<file path="config.mk">
export PLATFORM = sky130hd
export DESIGN_NAME = robust_mean_rms_estimator
export DESIGN_NICKNAME = d
export VERILOG_FILES = /design/src/hdl/rmre_pkg.sv /design/src/hdl/rmre_ram.sv /design/src/hdl/rmre_dp.sv /design/src/hdl/rmre_ctrl.sv /design/src/hdl/robust_mean_rms_estimator.sv
export VERILOG_INCLUDE_DIRS = /design/src /design/src/hdl
export SDC_FILE = /design/constraint.sdc
export NUM_CORES = 2
export LEC_CHECK = 0
export BUFFER_PORTS_ARGS = -buffer_cell sky130_fd_sc_hd__buf_2
export CELL_PAD_IN_SITES_DETAIL_PLACEMENT = 0
export CELL_PAD_IN_SITES_GLOBAL_PLACEMENT = 1
export CORE_AREA = 4 4 452 454
export CTS_CLUSTER_SIZE = 25
export DETAILED_ROUTE_END_ITERATION = 6
export DIE_AREA = 0 0 456 458
export PLACE_DENSITY = 0.78
export SLEW_MARGIN = 20
export SYNTH_ARGS = -nofsm -noshare
export SYNTH_HDL_FRONTEND = slang
export SYNTH_SLANG_ARGS = --single-unit
</file>
<file path="constraint.sdc">
create_clock -name clk -period 16.6 [get_ports clk]
set_input_delay 2.49 -clock clk [delete_from_list [all_inputs] [get_ports clk]]
set_output_delay 2.49 -clock clk [all_outputs]
set_load 0.02 [all_outputs]
</file>
<file path="src/hdl/robust_mean_rms_estimator_assert.svh">
// Assertion macros for the robust mean and RMS estimator
`ifndef ROBUST_MEAN_RMS_ESTIMATOR_ASSERT_SVH
`define ROBUST_MEAN_RMS_ESTIMATOR_ASSERT_SVH
`define RMRE_ASSERT_NOW(lbl, ante, cons, msg) \
  lbl: assert property (@(posedge clk) disable iff (!rst_n) (ante) |-> (cons)) \
    else $error(msg);
`define RMRE_ASSERT_NEXT(lbl, ante, cons, msg) \
  lbl: assert property (@(posedge clk) disable iff (!rst_n) (ante) |=> (cons)) \
    else $error(msg);
`endif

</file>
<file path="src/hdl/rmre_pkg.sv">
// Shared types, widths and codes for the robust mean and RMS estimator
`default_nettype none
package rmre_pkg;
  localparam int MAX_SAMPLES = 16;
  localparam int SW   = 24;
  localparam int DW   = 23;
  localparam int OCW  = 5;
  localparam int CW   = $clog2(MAX_SAMPLES + 1);
  localparam int AW   = $clog2(MAX_SAMPLES);
  localparam int SUMW = DW + CW;
  localparam int SQW  = 2 * DW + CW;
  localparam int PSW  = 2 * DW;
  localparam int PW   = 2 * SUMW;
  localparam int RW   = PW / 2;
  localparam int NNW  = 2 * CW;
  localparam int ITW  = $clog2(PW);
  localparam int TW   = RW + 3;

  localparam logic [1:0] MODE_PLAIN = 2'd0;
  localparam logic [1:0] MODE_TRUNC = 2'd1;
  localparam logic [1:0] MODE_CLIP  = 2'd2;

  localparam logic [1:0] ST_OK    = 2'd0;
  localparam logic [1:0] ST_EMPTY = 2'd1;
  localparam logic [1:0] ST_OVF   = 2'd2;

  localparam int OPW = 4;
  localparam logic [OPW-1:0] OP_LDP  = 4'd0;
  localparam logic [OPW-1:0] OP_LDT  = 4'd1;
  localparam logic [OPW-1:0] OP_LDC  = 4'd2;
  localparam logic [OPW-1:0] OP_MX2  = 4'd3;
  localparam logic [OPW-1:0] OP_MA   = 4'd4;
  localparam logic [OPW-1:0] OP_MB   = 4'd5;
  localparam logic [OPW-1:0] OP_NN   = 4'd6;
  localparam logic [OPW-1:0] OP_DQ   = 4'd7;
  localparam logic [OPW-1:0] OP_DM   = 4'd8;
  localparam logic [OPW-1:0] OP_SQ   = 4'd9;
  localparam logic [OPW-1:0] OP_SV1  = 4'd10;
  localparam logic [OPW-1:0] OP_CLIP = 4'd11;
  localparam logic [OPW-1:0] OP_EMIT = 4'd12;

  typedef struct packed {
    logic signed [SW-1:0] sample;
    logic                 last_sample;
  } in_t;

  typedef struct packed {
    logic [1:0]     status;
    logic [OCW-1:0] used_count;
    logic [DW-1:0]  mean_value;
    logic [DW-1:0]  rms_value;
  } out_t;

  typedef struct packed {
    logic           take;
    logic           go;
    logic [OPW-1:0] op;
    logic           ok;
  } cmd_t;

  typedef struct packed {
    logic done;
    logic ge1;
    logic ge2;
    logic gn_zero;
  } sts_t;
endpackage
`default_nettype wire

</file>
<file path="src/hdl/rmre_ram.sv">
// Generic single-write, single-read RAM with registered read
`default_nettype none
module rmre_ram #(
  parameter int WIDTH = 8,
  parameter int DEPTH = 16
) (
  input  wire logic                     clk,
  input  wire logic                     we,
  input  wire logic [$clog2(DEPTH)-1:0] waddr,
  input  wire logic [WIDTH-1:0]         wdata,
  input  wire logic [$clog2(DEPTH)-1:0] raddr,
  output logic      [WIDTH-1:0]         rdata
);
  logic [WIDTH-1:0] mem [DEPTH];

  always_ff @(posedge clk) begin
    if (we) begin
      mem[waddr] <= wdata;
    end
    rdata <= mem[raddr];
  end
endmodule
`default_nettype wire

</file>
<file path="src/hdl/rmre_dp.sv">
// Datapath: accumulators, sample store, serial multiply, divide and root unit
`default_nettype none
module rmre_dp import rmre_pkg::*; (
  input  wire logic clk,
  input  wire logic rst_n,
  input  wire in_t  in_word,
  input  wire cmd_t cmd,
  output sts_t      sts,
  output out_t      out_word,
  output logic      out_valid
);
  logic           run_r, run_nxt, done_r, done_nxt, oval_r, oval_nxt;
  logic [OPW-1:0] op_r, op_nxt;
  logic [ITW-1:0] cnt_r, cnt_nxt;
  logic [1:0]     ph_r, ph_nxt;
  logic [AW-1:0]  idx_r, idx_nxt;
  logic [CW-1:0]  nsmp_r, nsmp_nxt;
  logic [SUMW-1:0] sum_r, sum_nxt;
  logic [SQW-1:0] sq_r, sq_nxt;
  logic [DW-1:0]  mx_r, mx_nxt;
  logic           ovf_r, ovf_nxt, sqv_r, sqv_nxt;
  logic [PSW-1:0] sqp_r, sqp_nxt;
  logic [CW-1:0]  ne_r, ne_nxt;
  logic [SUMW-1:0] se_r, se_nxt;
  logic [SQW-1:0] qe_r, qe_nxt;
  logic [PW-1:0]  mc_r, mc_nxt, acc_r, acc_nxt, a_r, a_nxt, b_r, b_nxt;
  logic [SUMW-1:0] mp_r, mp_nxt;
  logic [NNW-1:0] nn_r, nn_nxt, rem_r, rem_nxt, dvs_r, dvs_nxt;
  logic [PW-1:0]  quot_r, quot_nxt, q_r, q_nxt;
  logic [RW:0]    sqrem_r, sqrem_nxt;
  logic [RW-1:0]  root_r, root_nxt, rms_r, rms_nxt, r1_r, r1_nxt;
  logic [SUMW-1:0] mean_r, mean_nxt, gs_r, gs_nxt;
  logic [DW-1:0]  m1_r, m1_nxt, x_r, x_nxt;
  logic [SQW-1:0] gq_r, gq_nxt;
  logic [CW-1:0]  gn_r, gn_nxt;
  logic [PSW-1:0] xsq_r, xsq_nxt;
  logic           keep_r, keep_nxt;
  out_t           out_r, out_nxt;

  logic [SW-1:0]  rdata;
  logic           neg, room, we;
  logic [DW-1:0]  xin, xs;
  logic [PW-1:0]  mul_acc, quot_div;
  logic [NNW:0]   rem_sh, rem_sub;
  logic           div_ge, sq_ge;
  logic [RW+2:0]  sr, trial, sq_sub;
  logic [RW-1:0]  root_step;
  logic [TW-1:0]  diff, thr;

  assign neg  = in_word.sample[SW-1];
  assign xin  = in_word.sample[DW-1:0];
  assign room = nsmp_r < CW'(MAX_SAMPLES);
  assign we   = cmd.take && !neg && room;
  assign xs   = rdata[DW-1:0];

  rmre_ram #(.WIDTH(SW), .DEPTH(MAX_SAMPLES)) u_store (
    .clk   (clk),
    .we    (we),
    .waddr (nsmp_r[AW-1:0]),
    .wdata (in_word.sample),
    .raddr (idx_r),
    .rdata (rdata)
  );

  assign mul_acc   = mp_r[0] ? acc_r + mc_r : acc_r;
  assign rem_sh    = {rem_r, quot_r[PW-1]};
  assign div_ge    = rem_sh >= {1'b0, dvs_r};
  assign rem_sub   = rem_sh - {1'b0, dvs_r};
  assign quot_div  = {quot_r[PW-2:0], div_ge};
  assign sr        = {sqrem_r, quot_r[PW-1:PW-2]};
  assign trial     = {1'b0, root_r, 2'b01};
  assign sq_ge     = sr >= trial;
  assign sq_sub    = sr - trial;
  assign root_step = {root_r[RW-2:0], sq_ge};
  assign diff      = TW'(xs) - TW'(m1_r);
  assign thr       = TW'(r1_r) + TW'({r1_r, 1'b0});

  always_comb begin
    run_nxt = run_r;   done_nxt = 1'b0;  oval_nxt = 1'b0;  op_nxt = op_r;
    cnt_nxt = cnt_r;   ph_nxt = ph_r;    idx_nxt = idx_r;  nsmp_nxt = nsmp_r;
    sum_nxt = sum_r;   mx_nxt = mx_r;    ovf_nxt = ovf_r;  sqv_nxt = 1'b0;
    sqp_nxt = sqp_r;   ne_nxt = ne_r;    se_nxt = se_r;    qe_nxt = qe_r;
    mc_nxt = mc_r;     acc_nxt = acc_r;  a_nxt = a_r;      b_nxt = b_r;
    mp_nxt = mp_r;     nn_nxt = nn_r;    rem_nxt = rem_r;  dvs_nxt = dvs_r;
    quot_nxt = quot_r; q_nxt = q_r;      sqrem_nxt = sqrem_r;
    root_nxt = root_r; rms_nxt = rms_r;  r1_nxt = r1_r;    mean_nxt = mean_r;
    gs_nxt = gs_r;     m1_nxt = m1_r;    x_nxt = x_r;      gq_nxt = gq_r;
    gn_nxt = gn_r;     xsq_nxt = xsq_r;  keep_nxt = keep_r; out_nxt = out_r;
    sq_nxt = sqv_r ? sq_r + SQW'(sqp_r) : sq_r;

    if (cmd.take && !neg) begin
      if (room) begin
        nsmp_nxt = nsmp_r + 1'b1;
        sum_nxt  = sum_r + SUMW'(xin);
        sqp_nxt  = PSW'(xin) * PSW'(xin);
        sqv_nxt  = 1'b1;
        if (xin > mx_r) begin
          mx_nxt = xin;
        end
      end else begin
        ovf_nxt = 1'b1;
      end
    end

    if (cmd.go) begin
      op_nxt  = cmd.op;
      run_nxt = 1'b1;
      case (cmd.op)
        OP_MX2, OP_MA, OP_MB, OP_NN: begin
          acc_nxt = '0;
          cnt_nxt = ITW'(SUMW - 1);
          case (cmd.op)
            OP_MX2: begin
              mc_nxt = PW'(mx_r);  mp_nxt = SUMW'(mx_r);
            end
            OP_MA: begin
              mc_nxt = PW'(qe_r);  mp_nxt = SUMW'(ne_r);
            end
            OP_MB: begin
              mc_nxt = PW'(se_r);  mp_nxt = se_r;
            end
            default: begin
              mc_nxt = PW'(ne_r);  mp_nxt = SUMW'(ne_r);
            end
          endcase
        end
        OP_DQ: begin
          quot_nxt = (a_r > b_r) ? a_r - b_r : '0;
          dvs_nxt  = nn_r;
          rem_nxt  = '0;
          cnt_nxt  = ITW'(PW - 1);
        end
        OP_DM: begin
          quot_nxt = PW'(se_r);
          dvs_nxt  = NNW'(ne_r);
          rem_nxt  = '0;
          cnt_nxt  = ITW'(PW - 1);
        end
        OP_SQ: begin
          quot_nxt  = q_r;
          sqrem_nxt = '0;
          root_nxt  = '0;
          cnt_nxt   = ITW'(RW - 1);
        end
        OP_CLIP: begin
          ph_nxt  = 2'd0;
          idx_nxt = '0;
        end
        default: begin
        end
      endcase
    end else if (run_r) begin
      case (op_r)
        OP_MX2, OP_MA, OP_MB, OP_NN: begin
          acc_nxt = mul_acc;
          mc_nxt  = {mc_r[PW-2:0], 1'b0};
          mp_nxt  = {1'b0, mp_r[SUMW-1:1]};
          cnt_nxt = cnt_r - 1'b1;
          if (cnt_r == '0) begin
            run_nxt  = 1'b0;
            done_nxt = 1'b1;
            case (op_r)
              OP_MA:   a_nxt = mul_acc;
              OP_MB:   b_nxt = mul_acc;
              OP_NN:   nn_nxt = mul_acc[NNW-1:0];
              default: begin
              end
            endcase
          end
        end
        OP_DQ, OP_DM: begin
          rem_nxt  = div_ge ? rem_sub[NNW-1:0] : rem_sh[NNW-1:0];
          quot_nxt = quot_div;
          cnt_nxt  = cnt_r - 1'b1;
          if (cnt_r == '0) begin
            run_nxt  = 1'b0;
            done_nxt = 1'b1;
            if (op_r == OP_DQ) begin
              q_nxt = quot_div;
            end else begin
              mean_nxt = quot_div[SUMW-1:0];
            end
          end
        end
        OP_SQ: begin
          quot_nxt  = {quot_r[PW-3:0], 2'b00};
          sqrem_nxt = sq_ge ? sq_sub[RW:0] : sr[RW:0];
          root_nxt  = root_step;
          cnt_nxt   = cnt_r - 1'b1;
          if (cnt_r == '0) begin
            run_nxt  = 1'b0;
            done_nxt = 1'b1;
            rms_nxt  = root_step;
          end
        end
        OP_CLIP: begin
          case (ph_r)
            2'd0: ph_nxt = 2'd1;
            2'd1: begin
              x_nxt    = xs;
              xsq_nxt  = PSW'(xs) * PSW'(xs);
              keep_nxt = $signed(diff) <= $signed(thr);
              ph_nxt   = 2'd2;
            end
            default: begin
              if (keep_r) begin
                gs_nxt = gs_r + SUMW'(x_r);
                gq_nxt = gq_r + SQW'(xsq_r);
                gn_nxt = gn_r + 1'b1;
              end
              idx_nxt = idx_r + 1'b1;
              ph_nxt  = 2'd0;
              if (CW'(idx_r) == nsmp_r - 1'b1) begin
                run_nxt  = 1'b0;
                done_nxt = 1'b1;
              end
            end
          endcase
        end
        default: begin
          run_nxt  = 1'b0;
          done_nxt = 1'b1;
          case (op_r)
            OP_LDP: begin
              ne_nxt = nsmp_r;  se_nxt = sum_r;  qe_nxt = sq_r;
            end
            OP_LDT: begin
              ne_nxt = nsmp_r - 1'b1;
              se_nxt = sum_r - SUMW'(mx_r);
              qe_nxt = sq_r - acc_r[SQW-1:0];
            end
            OP_LDC: begin
              ne_nxt = gn_r;  se_nxt = gs_r;  qe_nxt = gq_r;
            end
            OP_SV1: begin
              m1_nxt = mean_r[DW-1:0];
              r1_nxt = rms_r;
              gs_nxt = '0;  gq_nxt = '0;  gn_nxt = '0;
            end
            OP_EMIT: begin
              oval_nxt = 1'b1;
              if (cmd.ok) begin
                out_nxt.status     = ovf_r ? ST_OVF : ST_OK;
                out_nxt.used_count = OCW'(ne_r);
                out_nxt.mean_value = mean_r[DW-1:0];
                out_nxt.rms_value  = rms_r[DW-1:0];
              end else begin
                out_nxt = '{status: ST_EMPTY, default: '0};
              end
              nsmp_nxt = '0;  sum_nxt = '0;  sq_nxt = '0;
              mx_nxt   = '0;  ovf_nxt = 1'b0;
            end
            default: begin
            end
          endcase
        end
      endcase
    end
  end

  always_ff @(posedge clk) begin
    if (!rst_n) begin
      run_r <= 1'b0;  done_r <= 1'b0;  oval_r <= 1'b0;  op_r <= OP_LDP;
      cnt_r <= '0;    ph_r <= '0;      idx_r <= '0;     nsmp_r <= '0;
      sum_r <= '0;    sq_r <= '0;      mx_r <= '0;      ovf_r <= 1'b0;
      sqv_r <= 1'b0;
    end else begin
      run_r <= run_nxt;  done_r <= done_nxt;  oval_r <= oval_nxt;  op_r <= op_nxt;
      cnt_r <= cnt_nxt;  ph_r <= ph_nxt;      idx_r <= idx_nxt;    nsmp_r <= nsmp_nxt;
      sum_r <= sum_nxt;  sq_r <= sq_nxt;      mx_r <= mx_nxt;      ovf_r <= ovf_nxt;
      sqv_r <= sqv_nxt;
    end
  end

  always_ff @(posedge clk) begin
    sqp_r <= sqp_nxt;    ne_r <= ne_nxt;      se_r <= se_nxt;      qe_r <= qe_nxt;
    mc_r <= mc_nxt;      acc_r <= acc_nxt;    a_r <= a_nxt;        b_r <= b_nxt;
    mp_r <= mp_nxt;      nn_r <= nn_nxt;      rem_r <= rem_nxt;    dvs_r <= dvs_nxt;
    quot_r <= quot_nxt;  q_r <= q_nxt;        sqrem_r <= sqrem_nxt;
    root_r <= root_nxt;  rms_r <= rms_nxt;    r1_r <= r1_nxt;      mean_r <= mean_nxt;
    gs_r <= gs_nxt;      m1_r <= m1_nxt;      x_r <= x_nxt;        gq_r <= gq_nxt;
    gn_r <= gn_nxt;      xsq_r <= xsq_nxt;    keep_r <= keep_nxt;  out_r <= out_nxt;
  end

  assign sts.done    = done_r;
  assign sts.ge1     = nsmp_r != '0;
  assign sts.ge2     = nsmp_r > CW'(1);
  assign sts.gn_zero = gn_r == '0;
  assign out_word    = out_r;
  assign out_valid   = oval_r;
endmodule
`default_nettype wire

</file>
<file path="src/hdl/rmre_ctrl.sv">
// Controller: mode register and the step sequence of one estimate
`default_nettype none
module rmre_ctrl import rmre_pkg::*; (
  input  wire logic       clk,
  input  wire logic       rst_n,
  input  wire logic       start,
  input  wire logic       last,
  input  wire logic       cfg_valid,
  input  wire logic [1:0] cfg_data,
  input  wire sts_t       sts,
  output cmd_t            cmd,
  output logic            busy
);
  localparam logic [3:0] S_IDLE  = 4'd0;
  localparam logic [3:0] S_FLUSH = 4'd1;
  localparam logic [3:0] S_LDP   = 4'd2;
  localparam logic [3:0] S_LDT   = 4'd3;
  localparam logic [3:0] S_LDC   = 4'd4;
  localparam logic [3:0] S_MX2   = 4'd5;
  localparam logic [3:0] S_MA    = 4'd6;
  localparam logic [3:0] S_MB    = 4'd7;
  localparam logic [3:0] S_NN    = 4'd8;
  localparam logic [3:0] S_DQ    = 4'd9;
  localparam logic [3:0] S_DM    = 4'd10;
  localparam logic [3:0] S_SQ    = 4'd11;
  localparam logic [3:0] S_SV1   = 4'd12;
  localparam logic [3:0] S_CLIP  = 4'd13;
  localparam logic [3:0] S_EMIT  = 4'd14;

  logic [3:0] state_r, state_nxt;
  logic [1:0] mode_r, mode_nxt;
  logic       ok_r, ok_nxt, pass2_r, pass2_nxt, go_r, go_nxt;
  logic       take;
  logic [OPW-1:0] op;

  assign busy = state_r != S_IDLE;
  assign take = start && !busy;

  always_comb begin
    state_nxt = state_r;
    ok_nxt    = ok_r;
    pass2_nxt = pass2_r;
    mode_nxt  = cfg_valid ? cfg_data : mode_r;
    unique case (state_r)
      S_IDLE: begin
        if (take && last) begin
          state_nxt = S_FLUSH;
        end
      end
      S_FLUSH: begin
        pass2_nxt = 1'b0;
        ok_nxt    = 1'b0;
        if ((mode_r == MODE_PLAIN || mode_r == MODE_CLIP) && sts.ge1) begin
          state_nxt = S_LDP;
        end else if (mode_r == MODE_TRUNC && sts.ge2) begin
          state_nxt = S_MX2;
        end else begin
          state_nxt = S_EMIT;
        end
      end
      default: begin
        if (sts.done) begin
          unique case (state_r)
            S_LDP, S_LDT, S_LDC: state_nxt = S_MA;
            S_MX2: state_nxt = S_LDT;
            S_MA:  state_nxt = S_MB;
            S_MB:  state_nxt = S_NN;
            S_NN:  state_nxt = S_DQ;
            S_DQ:  state_nxt = S_DM;
            S_DM:  state_nxt = S_SQ;
            S_SQ: begin
              if (mode_r == MODE_CLIP && !pass2_r) begin
                state_nxt = S_SV1;
              end else begin
                ok_nxt    = 1'b1;
                state_nxt = S_EMIT;
              end
            end
            S_SV1: state_nxt = S_CLIP;
            S_CLIP: begin
              if (sts.gn_zero) begin
                state_nxt = S_EMIT;
              end else begin
                pass2_nxt = 1'b1;
                state_nxt = S_LDC;
              end
            end
            default: state_nxt = S_IDLE;
          endcase
        end
      end
    endcase
    go_nxt = (state_nxt != state_r) && (state_nxt != S_IDLE) && (state_nxt != S_FLUSH);
  end

  always_comb begin
    unique case (state_r)
      S_LDT:   op = OP_LDT;
      S_LDC:   op = OP_LDC;
      S_MX2:   op = OP_MX2;
      S_MA:    op = OP_MA;
      S_MB:    op = OP_MB;
      S_NN:    op = OP_NN;
      S_DQ:    op = OP_DQ;
      S_DM:    op = OP_DM;
      S_SQ:    op = OP_SQ;
      S_SV1:   op = OP_SV1;
      S_CLIP:  op = OP_CLIP;
      S_EMIT:  op = OP_EMIT;
      default: op = OP_LDP;
    endcase
  end

  always_ff @(posedge clk) begin
    if (!rst_n) begin
      state_r <= S_IDLE;
      mode_r  <= MODE_TRUNC;
      ok_r    <= 1'b0;
      pass2_r <= 1'b0;
      go_r    <= 1'b0;
    end else begin
      state_r <= state_nxt;
      mode_r  <= mode_nxt;
      ok_r    <= ok_nxt;
      pass2_r <= pass2_nxt;
      go_r    <= go_nxt;
    end
  end

  assign cmd.take = take;
  assign cmd.go   = go_r;
  assign cmd.op   = op;
  assign cmd.ok   = ok_r;
endmodule
`default_nettype wire

</file>
<file path="src/hdl/robust_mean_rms_estimator.sv">
// Top level of the robust mean and RMS estimator
// Usage:
//   Input: drive in_word and raise start; a word is taken at a clock edge with
//   start high and busy low. Negative samples are skipped. While a set is open
//   busy stays low, so one sample is taken every cycle.
//   The word with last_sample set closes the set: busy rises and the block
//   computes the estimate with a shared shift-add multiplier, a restoring
//   divider and a two-bits-per-step square root, all serial.
//   The divider passes, of 56 steps each, take the longest. An empty set, a
//   truncated set of fewer than two samples, or the invalid mode goes straight
//   to the result word with status empty.
//   Output: out_word is valid for exactly one cycle with out_valid high; the
//   receiver has no back-pressure and must take it then. busy falls after, and
//   the first word of the next set can be taken once busy is low.
//   Config: cfg_data writes mean_mode when cfg_valid is high; cfg_ready is
//   always high. Write only while busy is low and no set is open.
//   Reset: synchronous, active low; mode returns to truncated, accumulators
//   clear. The sample store needs no clearing.
`default_nettype none
module robust_mean_rms_estimator import rmre_pkg::*; (
  input  wire logic       clk,
  input  wire logic       rst_n,
  input  wire logic       start,
  output logic            busy,
  input  wire in_t        in_word,
  output logic            out_valid,
  output out_t            out_word,
  input  wire logic       cfg_valid,
  output logic            cfg_ready,
  input  wire logic [1:0] cfg_data
);
  cmd_t cmd;
  sts_t sts;

  assign cfg_ready = 1'b1;

  rmre_ctrl u_ctrl (
    .clk       (clk),
    .rst_n     (rst_n),
    .start     (start),
    .last      (in_word.last_sample),
    .cfg_valid (cfg_valid),
    .cfg_data  (cfg_data),
    .sts       (sts),
    .cmd       (cmd),
    .busy      (busy)
  );

  rmre_dp u_dp (
    .clk       (clk),
    .rst_n     (rst_n),
    .in_word   (in_word),
    .cmd       (cmd),
    .sts       (sts),
    .out_word  (out_word),
    .out_valid (out_valid)
  );

`include "robust_mean_rms_estimator_assert.svh"

  `RMRE_ASSERT_NOW(a_out_busy, out_valid, busy, "result word outside busy window")
  `RMRE_ASSERT_NEXT(a_out_pulse, out_valid, !out_valid, "result strobe longer than one cycle")
  `RMRE_ASSERT_NOW(a_empty_zero, out_valid && out_word.status == ST_EMPTY,
    out_word.used_count == '0 && out_word.mean_value == '0 && out_word.rms_value == '0,
    "empty result carries nonzero fields")
  `RMRE_ASSERT_NOW(a_ok_count, out_valid && (out_word.status == ST_OK || out_word.status == ST_OVF),
    out_word.used_count != '0, "estimate with no samples used")
  `RMRE_ASSERT_NEXT(a_busy_drop, out_valid, !busy, "busy held after result word")
endmodule
`default_nettype wire
</file>
==> summary.md <==
| Metric | Value |
|---|---|
| DRT Wirelength | `between 200000 and 300000 um` |
| Reg2reg start | `u_dp.u_store.rdata[13]` |
| Worst reg-to-reg setup slack | `just over 8 ns` |
| Startpoint types | `input port` |
| Library cells used by synthesis | `100` |
| Post-layout power | `around 26 mW` |
| Largest net degree at the start of global routing | `slightly above 80` |
| Slew of the pin with the lowest slew margin | `~1.2 ns` |
| Power Density | `between 200 and 250 nW/um^2` |
| Mapped Area | `106000 sq um` |
| CTS sink cnt | `between 1000 and 1500` |
| Post CTS Setup Buffer Count | `0` |
| Core Region | `200000 sq um` |
| First drt pass iteration count | `5` |
| Yosys warnings | `0` |
| Setup crit end kind | `flop` |
| Post-synth EDFFs | `roughly 1300` |
| Setup violators final | `0` |
| CP Launch Point | `in_word[8]` |
| Clock network fraction of design power | `0.135` |
| HPWL after DPL | `213000 um` |
| Final net count | `~11000` |
| Die extent in x | `~460 um` |
| Sequential share of the synthesized area | `0.388` |
| Fin crit share | `0.587` |
| Area growth from synthesis to layout | `8.06%` |
| Initial antenna violation count | `19` |
| Critical path's slowest cell | `buf_2` |
| Tmin final | `9.75 ns` |
| CTS max path bufs | `3` |
| Asr flop ratio synth | `0` |
| Final Instance Area | `114000 sq um` |
| Switching part of the total power | `0.460` |
| Port bufs | `85` |
| Maxcap violations | `0` |
| Setup TNS | `0 ns` |
| Syn Inst Count | `about 9800` |
| Via count | `between 70000 and 80000` |
| WL/cell | `22.8 um` |
| IO Count | `87` |
| GPL Wtd Cong | `0.947` |
| Cell mode on critical path | `fa_1` |
| All-layer global routing usage | `0.272` |
| Peak supply drop | `between 0.7 and 0.8 mV` |
| Number of global-route vias before repair | `about 73000` |
| Hold buffer count at cts | `0` |
| Drc violations | `0` |
| GR Overflow Total | `0` |
| Hold Startpoint | `u_dp.rms_r[26]` |
| Crit path kind | `input port to flop` |
| Post-Place Cell Area | `109000 sq um` |
| Most common cell after layout, fill and taps aside | `inv_1` |
| Pins Over Slew Limit | `0` |
| Placed instance count | `around 12000` |
| Yosys reg bits | `~1400` |
| Reg power frac | `0.196` |
| Static leakage | `about 48 nW` |
| Endpoints failing hold | `0` |
| DIE AREA | `209000 sq um` |
| Comb pwr share | `0.670` |
| Most frequent cells in the layout | `inv_1, edfxtp_1, ha_1` |
| Cts bufs inserted | `152` |
| Peak Freq | `103 MHz` |
| Initial Util | `0.529` |
| Relative slew slack | `0.220` |
| CP Max Fanout | `41` |
| Initial drt markers | `6473` |
| Clock transition at path regs | `0.06 ns` |
| Mean Syn Cell Area | `roughly 11 sq um` |
| Height of the die | `458 um` |
| Peak per-stage delay on the critical path | `~0.7 ns` |
| Status | `finished, final reports clean` |
| CP Data Required Time | `about 17 ns` |
| Clock latency on the worst-skew pair | `approximately 0.80 ns` |
| CTS root buffer | `clkbuf_16` |
| H-tree lvl count | `4` |
| Pint | `roughly 14 mW` |
| DR vias/cell | `between 5 and 6` |
| CTS tree | `built` |
| Post_cts resized | `0` |
| Share of layout cells above drive strength 1 | `0.0710` |
| RSZ-0062 raised after global routing | `no` |
| Clock skew | `0.0333 ns` |
| Final Non-Filler Cells | `between 10000 and 15000` |
| Std-Cell Rows | `approximately 160` |
| Ys flop type | `edfxtp_1` |
| Detail Route Antenna Nets | `0` |
| Switch Pwr | `between 10 and 15 mW` |
| First-pass GRT wire length | `around 440000 um` |
| Worst hold path type | `flop to flop` |
| CP arrival | `about 10 ns` |
power by group through the flow:
stage	combinational [mW]	clock [mW]	sequential (mW)
2_1_floorplan	12.7	0	5.02
3_3_place_gp	16.8	0	5.09
3_5_place_dp	17.1	0	5.10
4_1_cts	17.2	3.52	5.02
5_1_grt	19.4	3.68	5.03
6_report	17.2	3.46	5.03
metrics by stage:
stage                     setup WS, ns  hold WS (ns)   util
after detailed placement          6.00         0.416  0.546
after CTS                         6.88         0.429  0.571
final                             6.85         0.426  0.572
after global routing              6.37         0.434  0.571
after floorplan                   4.52         0.400      -
after global placement            6.13         0.411  0.546
synthesized netlist by cell type, types with 20 or more instances:
cell type	count	area, sq um
inv_1	1301	4880
edfxtp_1	1255	37700
ha_1	813	10200
nand2_1	787	2950
fa_1	780	15600
nor2_1	606	2270
a21oi_1	555	2780
o21ai_0	373	1870
and2_1	333	2080
clkbuf_1	321	1200
xnor2_1	282	2470
a21o_1	273	2050
xor2_1	202	1770
dfxtp_1	164	3280
mux2i_1	121	1210
a31oi_1	119	744
nand3_1	119	596
mux4_2	115	2590
a22oi_1	88	661
nor2b_1	88	551
nand4_1	78	488
o21a_1	76	571
nor3_1	75	375
nand2b_1	74	463
o21bai_1	67	503
a221oi_1	57	499
and3_1	53	332
a211oi_1	49	368
mux2_2	38	428
or3_1	35	219
buf_1	29	109
o31ai_1	29	218
o211ai_1	24	180
o2bb2ai_1	24	210
or2_2	24	150
a221o_1	22	220
nor3b_1	21	158
nor4_1	20	125
worst paths after layout:
check	end	depth (start not counted)
worst max-delay path	u_dp.sqp_r[42]	26
worst min-delay path	u_dp.r1_r[26]	0
worst max register to register	u_dp.xsq_r[43]	24
worst min register to register	u_dp.r1_r[26]	0
cells by family after synthesis:
family                     synth area share
other                             0.0000711
and+or+nand+nor                       0.105
AOI/OAI and AO/OA                     0.123
buffers and inverters                0.0598
adders and majority gates             0.244
muxes                                0.0400
DFF                                   0.388
xor gates and xnor gates             0.0401
registers in the layout, summed over array words and instances (netlist names), 29 cells and up:
name and count:
u_dp.u_store.mem 368, u_dp.sq_r 51, u_dp.out_word 53, u_dp.sqp_r 45, u_dp.acc_r 56, u_dp.quot_r 56, u_dp.qe_r 51, u_dp.gq_r 51
u_dp.sqrem_r 29, u_dp.q_r 56, u_dp.mc_r 56, u_dp.a_r 56, u_dp.xsq_r 44, u_dp.b_r 56
metal layers:
| layer | vias to the layer above | global-route usage | routed length [um] |
|---|---|---|---|
| li1 | 34100 | - | - |
| met1 | 36800 | 0.399 | 128000 |
| met2 | 2496 | 0.427 | 130000 |
| met3 | 392 | 0.0335 | 19600 |
| met4 | 2 | 0.0776 | 8380 |
| met5 | - | 0 | 12 |
area by class of cell:
cell class	count	area (sq um)
fillers	16900	85500
multi-input cells	6691	58500
flip-flops and latches	1419	41000
inverters	1303	4890
clock buffers	179	4000
well taps	2656	3320
repair buffers	196	1260
clock inverters	105	1080
diodes	18	45.0
worst max-delay path: cells and delay by family:
| kind | cells | cell delay (ns) |
|---|---|---|
| buffers and inverters | 6 | 0.99 |
| AND/OR/NAND/NOR | 4 | 0.50 |
| AO/OA/AOI/OAI | 7 | 2.15 |
| adder cells (fa/ha/maj) | 8 | 3.95 |
| XOR/XNOR | 1 | 0.12 |
Power figures use the tool's default switching activity.
